$ cat src/design/fce_pkg.sv
// ----------------------------------------------------------------------------
// fce_pkg: filename character escaper package
// Shared constants, beat codes and helper functions of the escaper.
// ----------------------------------------------------------------------------
package fce_pkg;

  // character codes
  localparam logic [7:0] MarkChar  = 8'h2E;  // '.'
  localparam logic [3:0] DigitHigh = 4'h3;   // upper nibble of ASCII '0'..'9'

  // position of a result byte inside a four-byte escape
  localparam logic [1:0] BeatMark = 2'd0;
  localparam logic [1:0] BeatHund = 2'd1;
  localparam logic [1:0] BeatTens = 2'd2;
  localparam logic [1:0] BeatOnes = 2'd3;

  // decimal digits of one byte
  typedef struct packed {
    logic [3:0] hund;
    logic [3:0] tens;
    logic [3:0] ones;
  } digits_t;

  // letters, digits and underscore pass through
  function automatic logic is_name_char(input logic [7:0] b);
    logic res;
    res = ((b >= 8'h61) && (b <= 8'h7A)) ||
          ((b >= 8'h41) && (b <= 8'h5A)) ||
          ((b >= 8'h30) && (b <= 8'h39)) ||
          (b == 8'h5F);
    return res;
  endfunction

  // split a byte into three decimal digits
  function automatic digits_t to_digits(input logic [7:0] b);
    digits_t    d;
    logic [7:0] rem8;
    logic [6:0] rem;
    logic [14:0] prod;
    logic [6:0] tens10;
    // hundreds by compare, remainder stays below 100
    if (b >= 8'd200) begin
      d.hund = 4'd2;
      rem8   = b - 8'd200;
    end else if (b >= 8'd100) begin
      d.hund = 4'd1;
      rem8   = b - 8'd100;
    end else begin
      d.hund = 4'd0;
      rem8   = b;
    end
    rem    = rem8[6:0];
    // divide by ten through the reciprocal 205 / 2048, exact below 100
    prod   = 15'(rem) * 15'd205;
    d.tens = prod[14:11];
    tens10 = 7'(d.tens) * 7'd10;
    rem8   = 8'(rem - tens10);
    d.ones = rem8[3:0];
    return d;
  endfunction

endpackage

$ cat src/design/fce_if.sv
// ----------------------------------------------------------------------------
// fce_if: escaper stream channels
// Valid/ready channels for raw input bytes and for escaped result bytes.
// ----------------------------------------------------------------------------

// raw byte channel
interface fce_in_if;
  logic       valid;
  logic       ready;
  logic [7:0] in_byte;

  modport source (output valid, output in_byte, input ready);
  modport sink   (input valid, input in_byte, output ready);
endinterface

// result byte channel
interface fce_out_if;
  logic       valid;
  logic       ready;
  logic [7:0] out_byte;
  logic       escaped;
  logic       last_of_run;

  modport source (output valid, output out_byte, output escaped, output last_of_run,
                  input ready);
  modport sink   (input valid, input out_byte, input escaped, input last_of_run,
                  output ready);
endinterface

$ cat src/design/filename_char_escaper_unit.sv
// ----------------------------------------------------------------------------
// filename_char_escaper_unit: filename character escaper
// Turns a byte stream into a filename-safe stream using decimal escapes.
// ----------------------------------------------------------------------------
// Usage
//   in_i  : one raw byte per request (valid/ready, taken when both are high)
//   out_o : result bytes with escaped and last_of_run flags
//   Letters, digits and underscore give one result byte; any other byte
//   gives four: '.', then hundreds, tens and ones digits in ASCII.
// Path of a request: the input register, then the output register.
// Throughput: one result byte per cycle while out_o is not stalled,
//   set by the single output register.
// The input register takes a new byte in the cycle its current byte hands
//   its last result to the output register, so requests flow back to back.
// Reset clears both valid flags and the beat counter; nothing is pending.
// When the receiver stalls, the output register holds its result and the
//   input register holds its byte; in_i.ready is high only while the input
//   register is empty or its byte hands its last result to the output.
// ----------------------------------------------------------------------------
module filename_char_escaper_unit (
  input  logic       clk_i,
  input  logic       rst_ni,
  fce_in_if.sink     in_i,
  fce_out_if.source  out_o
);

  // input register stage
  logic       a_valid_q, a_valid_d;
  logic [7:0] a_byte_q;
  logic [1:0] beat_q, beat_d;

  // result register stage
  logic       out_valid_q, out_valid_d;
  logic [7:0] out_byte_q;
  logic       out_esc_q;
  logic       out_last_q;

  logic            a_name;
  logic            a_last;
  logic            out_load;
  logic            in_take;
  fce_pkg::digits_t a_dig;
  logic [7:0]      res_byte;

  // classify and split the held byte
  always_comb begin
    a_name = fce_pkg::is_name_char(a_byte_q);
    a_dig  = fce_pkg::to_digits(a_byte_q);
    a_last = a_name || (beat_q == fce_pkg::BeatOnes);
  end

  // pick the result byte for the current beat
  always_comb begin
    if (a_name) begin
      res_byte = a_byte_q;
    end else begin
      case (beat_q)
        fce_pkg::BeatMark: res_byte = fce_pkg::MarkChar;
        fce_pkg::BeatHund: res_byte = {fce_pkg::DigitHigh, a_dig.hund};
        fce_pkg::BeatTens: res_byte = {fce_pkg::DigitHigh, a_dig.tens};
        fce_pkg::BeatOnes: res_byte = {fce_pkg::DigitHigh, a_dig.ones};
        default:           res_byte = fce_pkg::MarkChar;
      endcase
    end
  end

  // handshake and stage control
  always_comb begin
    out_load   = a_valid_q && (!out_valid_q || out_o.ready);
    in_i.ready = !a_valid_q || (out_load && a_last);
    in_take    = in_i.valid && in_i.ready;

    a_valid_d = a_valid_q;
    if (in_take) begin
      a_valid_d = 1'b1;
    end else if (out_load && a_last) begin
      a_valid_d = 1'b0;
    end

    beat_d = beat_q;
    if (out_load) begin
      beat_d = a_last ? fce_pkg::BeatMark : beat_q + 2'd1;
    end

    out_valid_d = out_valid_q;
    if (out_load) begin
      out_valid_d = 1'b1;
    end else if (out_o.ready) begin
      out_valid_d = 1'b0;
    end
  end

  // control registers
  always_ff @(posedge clk_i or negedge rst_ni) begin
    if (!rst_ni) begin
      a_valid_q   <= 1'b0;
      beat_q      <= fce_pkg::BeatMark;
      out_valid_q <= 1'b0;
    end else begin
      a_valid_q   <= a_valid_d;
      beat_q      <= beat_d;
      out_valid_q <= out_valid_d;
    end
  end

  // payload registers
  always_ff @(posedge clk_i) begin
    if (in_take) begin
      a_byte_q <= in_i.in_byte;
    end
    if (out_load) begin
      out_byte_q <= res_byte;
      out_esc_q  <= !a_name;
      out_last_q <= a_last;
    end
  end

  // output drive
  assign out_o.valid       = out_valid_q;
  assign out_o.out_byte    = out_byte_q;
  assign out_o.escaped     = out_esc_q;
  assign out_o.last_of_run = out_last_q;

  // a passthrough result is always a name character
  assert property (@(posedge clk_i) disable iff (!rst_ni)
    out_valid_q && !out_esc_q |-> out_last_q && fce_pkg::is_name_char(out_byte_q))
    else $error("passthrough result is not a name character");

  // the marker never closes an escape
  assert property (@(posedge clk_i) disable iff (!rst_ni)
    out_valid_q && out_esc_q && (out_byte_q == fce_pkg::MarkChar) |-> !out_last_q)
    else $error("escape marker flagged as last");

  // a mid-escape beat only exists for a held non-name byte
  assert property (@(posedge clk_i) disable iff (!rst_ni)
    beat_q != fce_pkg::BeatMark |-> a_valid_q && !a_name)
    else $error("beat counter running without an escaped byte");

  // an accepted request is held in the input register
  assert property (@(posedge clk_i) disable iff (!rst_ni)
    in_take |=> a_valid_q && (beat_q == fce_pkg::BeatMark))
    else $error("accepted request not held");

endmodule
$ cat src/flat_wrapper.sv
// flat-port wrapper written by rule: the top's interface ports become plain ports
module filename_char_escaper_unit_flat 
  (clk_i, rst_ni, in_i_valid, in_i_in_byte, in_i_ready, out_o_valid, out_o_out_byte, out_o_escaped, out_o_last_of_run, out_o_ready);
  fce_in_if in_i_i ();
  fce_out_if out_o_i ();
  input  logic clk_i;
  input  logic rst_ni;
  input wire logic [$bits(in_i_i.valid)-1:0] in_i_valid;
  input wire logic [$bits(in_i_i.in_byte)-1:0] in_i_in_byte;
  output wire logic [$bits(in_i_i.ready)-1:0] in_i_ready;
  output wire logic [$bits(out_o_i.valid)-1:0] out_o_valid;
  output wire logic [$bits(out_o_i.out_byte)-1:0] out_o_out_byte;
  output wire logic [$bits(out_o_i.escaped)-1:0] out_o_escaped;
  output wire logic [$bits(out_o_i.last_of_run)-1:0] out_o_last_of_run;
  input wire logic [$bits(out_o_i.ready)-1:0] out_o_ready;
  assign in_i_i.valid = in_i_valid;
  assign in_i_i.in_byte = in_i_in_byte;
  assign in_i_ready = in_i_i.ready;
  assign out_o_valid = out_o_i.valid;
  assign out_o_out_byte = out_o_i.out_byte;
  assign out_o_escaped = out_o_i.escaped;
  assign out_o_last_of_run = out_o_i.last_of_run;
  assign out_o_i.ready = out_o_ready;
  filename_char_escaper_unit u_core (.clk_i(clk_i), .rst_ni(rst_ni), .in_i(in_i_i), .out_o(out_o_i));
endmodule
$ cat config.mk
export PLATFORM = sky130hd
export DESIGN_NAME = filename_char_escaper_unit_flat
export DESIGN_NICKNAME = d
export VERILOG_FILES = /design/src/design/fce_pkg.sv /design/src/design/fce_if.sv /design/src/design/filename_char_escaper_unit.sv /design/src/flat_wrapper.sv
export SDC_FILE = /design/constraint.sdc
export NUM_CORES = 1
export LEC_CHECK = 0
export ABC_AREA = 1
export BUFFER_PORTS_ARGS = -buffer_cell sky130_fd_sc_hd__buf_2
export CAP_MARGIN = 20
export CORE_ASPECT_RATIO = 1.4
export CORE_UTILIZATION = 45
export CTS_BUF_LIST = sky130_fd_sc_hd__clkbuf_4 sky130_fd_sc_hd__clkbuf_8 sky130_fd_sc_hd__clkbuf_16
export DETAILED_ROUTE_END_ITERATION = 8
export PLACE_DENSITY = 0.74
export SYNTH_ARGS = -nofsm -noshare
export SYNTH_HDL_FRONTEND = slang
export SYNTH_SLANG_ARGS = --single-unit
$ cat constraint.sdc
create_clock -name clk_i -period 6.1 [get_ports clk_i]
set_input_delay 1.22 -clock clk_i [delete_from_list [all_inputs] [get_ports clk_i]]
set_output_delay 1.22 -clock clk_i [all_outputs]
set_load 0.1 [all_outputs]
# Word-level counts from Yosys, hierarchy flattened
# Cells that the tools add are included.
# op_classes
n_addsub	4
n_mul	2
magnitude_cmp	8
eq_ne	4
n_mux	11
reduce_logical	18
# op_table
operator	n
$pmux W8 S4	1
$ge A8 B7 Y1 const B	3
$le A8 B7 Y1 const B	2
$mul A7 B8 Y15 const B	1
$mux W7	2
$sub A7 B7 Y7 const B	2
$eq A8 B7 Y1 const B	1
$ge A8 B6 Y1 const B	1
$ge A8 B8 Y1 const B	1
$le A8 B6 Y1 const B	1
$mux W8	1
$logic_and A1 B1 Y1	6
$logic_or A1 B1 Y1	6
$mux W1	5
$eq A2 B2 Y1 const B	2
$mul A4 B3 Y3 const B	1
$mux W2	2
$reduce_bool A2 Y1	2
$sub A4 B4 Y4	1
$logic_not A1 Y1	3
$add A2 B1 Y2 const B	1
$eq A2 B1 Y1 const B	1
$logic_not A2 Y1	1
# word_totals
register_bits	22
in_bits	12
output_inout_bits	12
elab_cells	54

# Longest topological paths before layout
# Gate-level depths: netlist of run 1.
# logic_depth
ltp_word	10
mapped_depth	36
ltp_nobuf	36

# Least setup slack after synthesis of run 1
# OpenSTA, ideal clock, no wires.
# synth_path
path_type	reg2reg
startpoint	reg u_core.a_byte_q[4]
endpoint	reg u_core.out_byte_q[3] (netlist: u_core.out_o.out_byte[3]), data pin
setup_ns	0.255
arrival_time_ns	4.944
required_time_ns	5.845
path_slack_ns	0.901
path_stages_with_launch	30
path_buffers	0
synth_period_minus_slack_ns	5.199
path_cell_list	edfxtp_1 inv_2 ha_1 inv_1 nor2_1 nand2_1 nand2_1 nand2_2 nand2_2 o22ai_1 xor2_1 inv_1 ha_1 fa_1 fa_1 ha_1 ha_1 a21oi_1 o21a_1 nand3_1 nand2_1 ha_1 inv_1 fa_1 inv_1 nand3_2 nand2_1 nand2_1 nand3_2 a21oi_2
# synth_between
elab_chain_len	8
elab_cells_between_ends	24
cone_classes	3 x add/sub; 2 x mul; 8 x order compare; 1 x eq/ne; 4 x mux; 6 x reduce/logical
# synth_lines
element	line	rtl
start, declared	filename_char_escaper_unit.sv:29	logic [7:0] a_byte_q;
start signal, assigned	filename_char_escaper_unit.sv:109	a_byte_q <= in_i.in_byte;
$sub A7 B7 Y7 / $ge A8 B7 Y1 (equally long branches)	fce_pkg.sv:47, fce_pkg.sv:45	
$mux W7	fce_pkg.sv:45	end else if (b >= 8'd100) begin
$mux W7	fce_pkg.sv:42	if (b >= 8'd200) begin
$mul A7 B8 Y15	fce_pkg.sv:54	prod = 15'(rem) * 15'd205;
$mul A4 B3 Y3	fce_pkg.sv:56	tens10 = 7'(d.tens) * 7'd10;
$sub A4 B4 Y4	fce_pkg.sv:57	rem8 = 8'(rem - tens10);
$pmux W8 S4	filename_char_escaper_unit.sv:57	case (beat_q)
$mux W8 (*)	filename_char_escaper_unit.sv:54	if (a_name) begin
net u_core.res_byte[3]	filename_char_escaper_unit.sv:43	logic [7:0] res_byte;
end signal, assigned	filename_char_escaper_unit.sv:112	out_byte_q <= res_byte;
end, declared	filename_char_escaper_unit.sv:34	logic [7:0] out_byte_q;
# Mark *: on every way through the listed nets, which the timed path passes. The rest lies on a longest branch. The select of a mux whose other input is x is not followed.
# A chain may end at the register's enable or synchronous reset.

# Final worst setup path of run 1
# Ends and elaborated chain as after synthesis.

==> flow_summary.toml, run 1 <==
[logic_synthesis]
muxShareOfSynthArea_pct = 0
synthDistinctLibCells = 35
yosysMostFrequentCell = "inv_1"
synth_sequential_area_ratio_pct = 25.63
synth_compound_area_share_pct = 10.21
ys_async_sr_fraction_pct = 18.18
synth_top_flop_cell = "edfxtp_1"
synth_edf_count = 18
ys_ff_latch = 22
synthCells = 306
syn_nets = 373
synth_top_family_by_area = "adder cells"
yosys.area_share.simple_pct = 23.22
synth_common_cells = "58 x inv_1, 55 x nand2_1, 46 x ha_1"
synth_area_leaders = "ha_1 23%, edfxtp_1 22%, inv_1 8.7%, nand2_1 8.3%, fa_1 7.2%"
synthAdderAreaFrac_pct = 30.23
synth_top_area_share_pct = 23.02
syn_area_per_cell_um2 = 8.170
yosysWarningCount = 0
synth_top_cell_by_area = "ha_1"
synth_xor_xnor_area_share_pct = 1.401
synth_area_mm2 = 0.002500

[timing]
fin_worst_skew_ns = 0.008301
fmaxAchievable_ghz = 0.1752
tightestPinTransition_ns = 0.6028
finalSetupViolations = 0
slew_violations = 0
hold_violations = 0
slew_headroom_pct = 59.67
rsz0062_at_grt = "no"
finalCritPeriodShare_pct = 93.58
tns_ns = 0
period_needed_ns = 5.708

[status]
status = "complete, no violations"

[drt]
wl_per_cell_um = 13.33
drt_iter0_markers = 133
vias_per_cell = 5.145
postRouteAntennaNets = 0
drt-total-wl_um = 5439
firstDrtPassIters = 4
drc = 0
vias = 2099

[worst_setup_path]
worst-path-max-fanout = 7
cp.required_ns = 6.13
start_kind = "flip-flop"
slowest_delay_ns = 0.48
worst-setup-path-type = "reg2reg"
cp-end-kind = "flip-flop"
crit_path_top_delay_cell = "edfxtp_1"
crit_arrival_ns = 5.73

[die]
dieArea_mm2 = 0.005861
die_h_um = 90.19
rows = 31
top_level_ports = 24
initial_core_util_pct = 47.39
core_mm2 = 0.005275
dieWidth_um = 64.99

[cts]
cts_tree = "yes"
clockBufferDepth = 2
cts-root-buf = "clkbuf_8"
clock-sinks = 22
htreeDepth = 1
numCtsBuffers = 3
clkTransAtPathRegs_ns = 0.08
clkLatencyLatePin_ns = 0.26

[placement]
dp_hpwl_um = 4626
place_congestion = 0.8805
port-buffer-count = 23

[final_layout]
multiInputGateArea_mm2 = 0.001638
syn2layout_area_growth_pct = 13.76
layout-drive-gt1-share_pct = 19.01
regArea_um2 = 640.6
final_nets = 410
fillers = 492
diodes = 0

[grt]
antenna_found_initial = 0
grt_pass1_vias = 2218
track_usage_pct = 20.40
grt_pass1_wl_um = 9280
grt_max_degree = 16
grt_overflow = 0

[job]
max_cap_violations = 0

[worst_hold_path]
hp-class = "reg2reg"
cells in the final DEF, fill, tap and decap left out, types with 2 or more instances in the layout:
master	count
buf_2	23
o211ai_1	2
o21ai_1	4
inv_2	3
fa_1	9
a21oi_1	14
inv_1	58
clkbuf_8	3
nand3_1	16
edfxtp_1	18
nor2_1	23
o21a_1	2
and3_1	2
o21bai_1	2
nand3_2	6
dfrtp_1	4
buf_4	9
nand4_1	2
ha_1	46
nor3_1	5
nand2_2	10
o21ai_0	7
nand2_1	55
xor2_1	2
o21ai_2	2
state kept, by name (all words and copies together) (netlist names):
| signal | cells |
|---|---|
| u_core.out_o.valid | 1 |
| u_core.out_o.escaped | 1 |
| u_core.a_byte_q | 8 |
| u_core.beat_q | 2 |
| u_core.out_o.last_of_run | 1 |
| u_core.out_o.out_byte | 8 |
| u_core.a_valid_q | 1 |
what timing repair did:
action	in CTS	in global routing
setup endpoints to repair	0	2
buffers inserted	0	5
hold buffers	0	0
resized for setup	0	1
per-layer routing:
| layer | track usage, % | vias up | part of all wire, % |
|---|---|---|---|
| li1 | - | 1065 | - |
| met1 | 21.54 | 964 | 40 |
| met2 | 38.72 | 49 | 53 |
| met3 | 2.157 | 21 | 2.6 |
| met4 | 9.259 | 0 | 4.0 |
| met5 | 0 | - | 0 |
metrics by stage:
step / instance area, um2 / hold slack, ns / cells / setup slack [ns] / util, %
after floorplan: 2500 / 0.4469 / 306 / 0.9006 / -
after global placement: 2728 / 0.4736 / 399 / 0.3754 / 51.71
after detailed placement: 2728 / 0.4811 / 399 / 0.2099 / 51.71
after CTS: 2799 / 0.5015 / 403 / 0.1961 / 53.06
after global routing: 2844 / 0.5222 / 408 / 0.01787 / 53.91
final: 2844 / 0.4938 / 408 / 0.3916 / 53.91
cell families (layout without fill, tap and decap cells):
group	after synthesis	in the layout
flops	22	22
buf+inv	61	97
compound gates	40	40
simple gates	123	123
fa+ha+maj	55	55
xor+xnor	4	4
other cells	1	1
critical path: cells and delay by family, from the launching register on:
family | cells | cell delay, ns
AOI/OAI and AO/OA | 4 | 0.77
DFF | 1 | 0.48
adders and majority gates | 8 | 2.58
and+or+nand+nor | 10 | 0.91
buffers and inverters | 5 | 0.43
xor gates and xnor gates | 1 | 0.32
layout make-up:
cell class / instances / share of cell area [%]
Clock inverter: 1 / 1.056
Multi-Input combinational cell: 223 / 57.59
Timing Repair Buffer: 32 / 6.423
Sequential cell: 22 / 22.53
Tap cell: 66 / 2.904
Clock buffer: 3 / 1.452
Inverter: 61 / 8.051
path summary, 6_finish.rpt:
check / from / end / slack, ns / cells past startpoint
worst max-delay path: u_core.a_byte_q[4]$_DFFE_PP_ / u_core.out_o.out_byte[3]$_DFFE_PP_ / 0.39 / 28
min in group asynchronous: rst_ni / u_core.out_o.valid$_DFFE_PN0P_ / 0.74 / 1
max in group asynchronous: rst_ni / u_core.beat_q[0]$_DFFE_PN0P_ / 5.24 / 1
worst min-delay path: u_core.out_o.valid$_DFFE_PN0P_ / u_core.out_o.valid$_DFFE_PN0P_ / 0.49 / 2
worst max register to register: u_core.a_byte_q[4]$_DFFE_PP_ / u_core.out_o.out_byte[3]$_DFFE_PP_ / 0.39 / 28
worst min register to register: u_core.out_o.valid$_DFFE_PN0P_ / u_core.out_o.valid$_DFFE_PN0P_ / 0.49 / 2
Power of run 1 is left out: the tool's default activity adds up to more than one toggle a clock period on the data nets, which glitch-free logic cannot reach.
==> inputs of run 2 (changes only) <==
--- a/config.mk
+++ b/config.mk
@@ -6,13 +6,14 @@
 export NUM_CORES = 1
 export LEC_CHECK = 0
 export ABC_AREA = 1
-export BUFFER_PORTS_ARGS = -buffer_cell sky130_fd_sc_hd__buf_2
+export BUFFER_PORTS_ARGS = -buffer_cell sky130_fd_sc_hd__buf_4
 export CAP_MARGIN = 20
 export CORE_ASPECT_RATIO = 1.4
 export CORE_UTILIZATION = 45
 export CTS_BUF_LIST = sky130_fd_sc_hd__clkbuf_4 sky130_fd_sc_hd__clkbuf_8 sky130_fd_sc_hd__clkbuf_16
 export DETAILED_ROUTE_END_ITERATION = 8
 export PLACE_DENSITY = 0.74
+export RECOVER_POWER = 50
 export SYNTH_ARGS = -nofsm -noshare
 export SYNTH_HDL_FRONTEND = slang
 export SYNTH_SLANG_ARGS = --single-unit
==> run 2 against run 1 <==
Against the previous run:
- utilization fell by 0.40 points
- critical path depth rose by 1
- setup slack got worse by 0.030 ns
- critical path type unchanged
- register-to-register slack got worse by 0.03 ns
- via count fell by 0.95%
- count of clock-buffer cells in the layout did not move
- worst hold slack got worse by 0.0043 ns
- wire length fell by 5.7%
- highest routed layer unchanged
- global-route usage fell by 0.81 points
- first-iteration DRC count fell by 48%
- flip-flop and latch count did not move
- non-clock buffer count fell by 8
==> flow_summary.toml, run 2 (synthesis gave the netlist of run 1 again) <==
[timing]
tightestPinTransition_ns = 1.169
period_needed_ns = 5.739
fmaxAchievable_ghz = 0.1743
rsz0062_at_grt = "no"
worst_slack_ns = 0.3613
fin_worst_skew_ns = 0.008947
slew_headroom_pct = 22.41
finalCritPeriodShare_pct = 94.08
hold_violations = 0
finalSetupViolations = 0
tns_ns = 0
slew_violations = 0

[drt]
wl_per_cell_um = 12.82
vias_per_cell = 5.198
drc = 0
firstDrtPassIters = 4
drt_iter0_markers = 69
vias = 2079
postRouteAntennaNets = 0
drt-total-wl_um = 5128

[cts]
htreeDepth = 1
clockBufferDepth = 2
holdBufCountCts = 0
cts_tree = "yes"
clock-sinks = 22
cts-root-buf = "clkbuf_8"
clkLatencyLatePin_ns = 0.26
clkTransAtPathRegs_ns = 0.08
numCtsBuffers = 3

[worst_setup_path]
cp.required_ns = 6.13
start_kind = "flip-flop"
slowest_delay_ns = 0.56
crit_arrival_ns = 5.77
worst-path-max-fanout = 9
crit_path_top_delay_cell = "edfxtp_1"
crit_buf_inv = 5
reg2regPathDepth = 29
cp_num_cells = 29
cpLargestDelayFamily = "adder cells"
worst-setup-path-type = "reg2reg"
cp-end-kind = "flip-flop"

[placement]
post-place-ws_ns = 0.3463
port-buffer-count = 23
dp_hpwl_um = 4397
place_congestion = 0.9327
placed_cell_area_mm2 = 0.002763

[grt]
grt_pass1_vias = 2193
track_usage_pct = 19.59
antenna_found_initial = 0
grt_max_degree = 16
grt_pass1_wl_um = 9101
grt_overflow = 0

[die]
top_level_ports = 24
rows = 31
die_h_um = 90.19
initial_core_util_pct = 47.39
core_mm2 = 0.005275
dieWidth_um = 64.99
dieArea_mm2 = 0.005861

[job]
max_cap_violations = 0

[final_layout]
mostFrequentLayoutCells = "58 x inv_1, 55 x nand2_1, 46 x ha_1"
stdcell_area_mm2 = 0.002823
final_common_cell = "inv_1"
final_nets = 402
syn2layout_area_growth_pct = 12.91
layout-drive-gt1-share_pct = 15.87
final_core_utilization_pct = 53.51
diodes = 0

[worst_hold_path]
hold_depth = 2
hp-class = "reg2reg"

[status]
status = "complete, no violations"
-- run 2: path summary, 6_finish.rpt --
kind / startpoint / to / slack [ns]
hold reg to reg: u_core.a_valid_q$_DFFE_PN0P_ / u_core.out_o.valid$_DFFE_PN0P_ / 0.49
max in group asynchronous: rst_ni / u_core.beat_q[0]$_DFFE_PN0P_ / 5.12
setup / recovery: u_core.a_byte_q[4]$_DFFE_PP_ / u_core.out_o.out_byte[3]$_DFFE_PP_ / 0.36
setup reg to reg: u_core.a_byte_q[4]$_DFFE_PP_ / u_core.out_o.out_byte[3]$_DFFE_PP_ / 0.36
min in group asynchronous: rst_ni / u_core.beat_q[1]$_DFFE_PN0P_ / 0.78
hold / removal: u_core.a_valid_q$_DFFE_PN0P_ / u_core.out_o.valid$_DFFE_PN0P_ / 0.49
-- run 2: per-stage QoR --
step / cells / hold WS, ns
2_1_floorplan: 306 / 0.4469
3_3_place_gp: 396 / 0.4734
3_5_place_dp: 396 / 0.4761
4_1_cts: 400 / 0.4956
5_1_grt: 400 / 0.5369
6_report: 400 / 0.4895
-- run 2: cell type report --
| type | instances | area, um2 |
|---|---|---|
| timing repair buffer | 24 | 168.9 |
| inverter | 61 | 229.0 |
| fill | 499 | 2452 |
| clock inverter | 1 | 30.03 |
| clock buffer | 3 | 41.29 |
| multi-input combinational | 223 | 1630 |
| sequential | 22 | 640.6 |
| tap | 66 | 82.58 |
-- run 2: worst reg2reg max path, delay by kind of cell (launching register included) --
family | cells | cell delay [ns]
xor gates and xnor gates | 1 | 0.29
adders and majority gates | 8 | 2.61
buffers and inverters | 5 | 0.40
and+or+nand+nor | 11 | 0.94
AOI/OAI and AO/OA | 4 | 0.70
DFF | 1 | 0.56
-- run 2: what timing repair did --
item                                    in CTS  in global routing
endpoints found under the setup margin       0                  1
buffers inserted                             0                  0
gates resized for setup                      0                  2
-- run 2: per-layer routing --
layer,share of wire [%],vias up,track usage [%]
met2,52,57,36.28
met4,3.5,0,8.519
met5,0,-,0
li1,-,1050,-
met1,41,953,21.30
met3,3.6,19,2.665
Power of run 2 is left out for the same reason.
==> inputs of run 3 (changes only) <==
--- a/config.mk
+++ b/config.mk
@@ -8,11 +8,13 @@
 export ABC_AREA = 1
 export BUFFER_PORTS_ARGS = -buffer_cell sky130_fd_sc_hd__buf_4
 export CAP_MARGIN = 20
+export CELL_PAD_IN_SITES_DETAIL_PLACEMENT = 1
+export CELL_PAD_IN_SITES_GLOBAL_PLACEMENT = 1
 export CORE_ASPECT_RATIO = 1.4
 export CORE_UTILIZATION = 45
 export CTS_BUF_LIST = sky130_fd_sc_hd__clkbuf_4 sky130_fd_sc_hd__clkbuf_8 sky130_fd_sc_hd__clkbuf_16
 export DETAILED_ROUTE_END_ITERATION = 8
-export PLACE_DENSITY = 0.74
+export PLACE_DENSITY = 0.91
 export RECOVER_POWER = 50
 export SYNTH_ARGS = -nofsm -noshare
 export SYNTH_HDL_FRONTEND = slang
==> run 3 against run 2 <==
Against the previous run:
- register-to-register slack worse by 0.06 ns
- final cell count is 3.5% higher
- largest cell class unchanged
- cell area is 4.1% higher
- via count is 9.2% higher
- count of clock-buffer cells in the layout stayed put
- worst hold slack worse by 0.0054 ns
==> flow_summary.toml, run 3 (synthesis gave the netlist of run 1 again) <==
[worst_setup_path]
r2r_slack_ns = 0.30
cp.required_ns = 6.13
crit_path_start = "u_core.a_byte_q[4]$_DFFE_PP_"
reg2regPathDepth = 31
crit_arrival_ns = 5.83
cp-end-kind = "flip-flop"
r2r_start = "u_core.a_byte_q[4]$_DFFE_PP_"
slowest_delay_ns = 0.51
start_kind = "flip-flop"
crit_path_frequent_cell = "nand2_1"
worst-path-max-fanout = 7
worst-setup-path-type = "reg2reg"
crit_path_top_delay_cell = "fa_1"
reg2reg_to = "u_core.out_o.out_byte[3]$_DFFE_PP_"

[cts]
clkTransAtPathRegs_ns = 0.09
clock-sinks = 22
htreeDepth = 1
cts_tree = "yes"
numCtsBuffers = 3
cts-root-buf = "clkbuf_8"
clkLatencyLatePin_ns = 0.27
clockBufferDepth = 2

[drt]
vias_per_cell = 5.483
vias = 2270
drc = 0
firstDrtPassIters = 4
postRouteAntennaNets = 0
drt_iter0_markers = 56
drt-total-wl_um = 7441
wl_per_cell_um = 17.97

[final_layout]
stdcell_count = 414
mostFrequentLayoutCells = "58 x inv_1, 55 x nand2_1, 46 x ha_1"
final_core_utilization_pct = 55.69
syn2layout_area_growth_pct = 17.52
layout-drive-gt1-share_pct = 19.83
regArea_um2 = 640.6
final_common_cell = "inv_1"
final_nets = 416
multiInputGateArea_mm2 = 0.001640
diodes = 0
fillers = 673

[worst_hold_path]
hold_path_end = "u_core.out_o.valid$_DFFE_PN0P_"
hold_depth = 2
min_from = "u_core.a_valid_q$_DFFE_PN0P_"
hp-class = "reg2reg"

[grt]
grt_overflow = 0
grt_pass1_vias = 2438
antenna_found_initial = 0
grt_max_degree = 16
track_usage_pct = 25.00
grt_pass1_wl_um = 11100

[die]
top_level_ports = 24
dieArea_mm2 = 0.005861
core_mm2 = 0.005275
initial_core_util_pct = 47.39
die_h_um = 90.19
rows = 31
dieWidth_um = 64.99

[timing]
slew_headroom_pct = 20.58
worst_slack_ns = 0.3010
fmaxAchievable_ghz = 0.1724
fin_worst_skew_ns = 0.009924
tightestPinTransition_ns = 1.176
hold_violations = 0
finalCritPeriodShare_pct = 95.07
slew_violations = 0
finalSetupViolations = 0
period_needed_ns = 5.799

[placement]
port-buffer-count = 23
post-place-ws_ns = 0.09624
dp.cells = 399
dp_hpwl_um = 5698
place_congestion = 0.8831

[status]
status = "complete, no violations"

[job]
max_cap_violations = 0
==> run 3: changes by cell type in the layout (fill, tap and decap cells not counted) <==
cell	previous run	this run
buf_4	12	26
a21oi_1	14	13
a21oi_2	1	2
o21ai_0	6	7
o21ai_1	5	4
o22ai_1	1	0
o22ai_2	0	1
==> run 3: final cells by class <==
cell class,count,share of cell area (%)
Inverter,61,7.794
Sequential cell,22,21.81
Clock buffer,3,1.405
Clock inverter,1,1.022
Multi-Input combinational cell,223,55.83
Timing Repair Buffer,38,9.327
Tap cell,66,2.811
==> run 3: critical path, delay by kind of cell, from the launching register on <==
kind	cells	cell delay (ns)
AO/OA/AOI/OAI	2	0.39
adder cells (fa/ha/maj)	7	2.47
buffers and inverters	7	0.58
flip-flops	1	0.49
AND/OR/NAND/NOR	15	1.68
==> run 3: per-stage QoR <==
step                      hold WS, ns  area [um2]  setup TNS [ns]
after global placement         0.4627        2785               0
after global routing           0.5146        2938        -0.04617
after floorplan                0.4469        2500               0
after CTS                      0.4870        2864               0
final                          0.4840        2938               0
after detailed placement       0.4654        2785               0
==> run 3: per-layer routing <==
layer | vias to the layer above | part of all wire [%] | track usage [%]
li1 | 1077 | - | -
met1 | 1106 | 36 | 23.56
met2 | 63 | 57 | 49.74
met3 | 24 | 2.3 | 2.284
met4 | 0 | 4.9 | 13.52
met5 | - | 0 | 0
==> run 3: timing repair <==
item                                   in CTS  in global routing
setup endpoints to repair                   1                  3
endpoints found under the hold margin       0                  0
setup buffers                               0                 11
gates cloned                                0                  0
gates resized for setup                     1                  2
pin swaps                                   0                  1
hold buffers                                0                  0
==> run 3: worst max-delay path by stage <==
| stage | depth (start not counted) | to | slack (ns) |
|---|---|---|---|
| 6_report | 31 | u_core.out_o.out_byte[3]$_DFFE_PP_ | 0.30 |
| 5_1_grt | 32 | u_core.out_o.out_byte[3]$_DFFE_PP_ | -0.05 |
| 4_1_cts | 29 | u_core.out_o.out_byte[3]$_DFFE_PP_ | 0.06 |
| 3_5_place_dp | 29 | u_core.out_o.out_byte[3]$_DFFE_PP_ | 0.1 |
| 3_3_place_gp | 29 | u_core.out_o.out_byte[3]$_DFFE_PP_ | 0.35 |
| 2_1_floorplan | 29 | u_core.out_o.out_byte[3]$_DFFE_PP_ | 0.90 |
Power of run 3 is left out for the same reason.
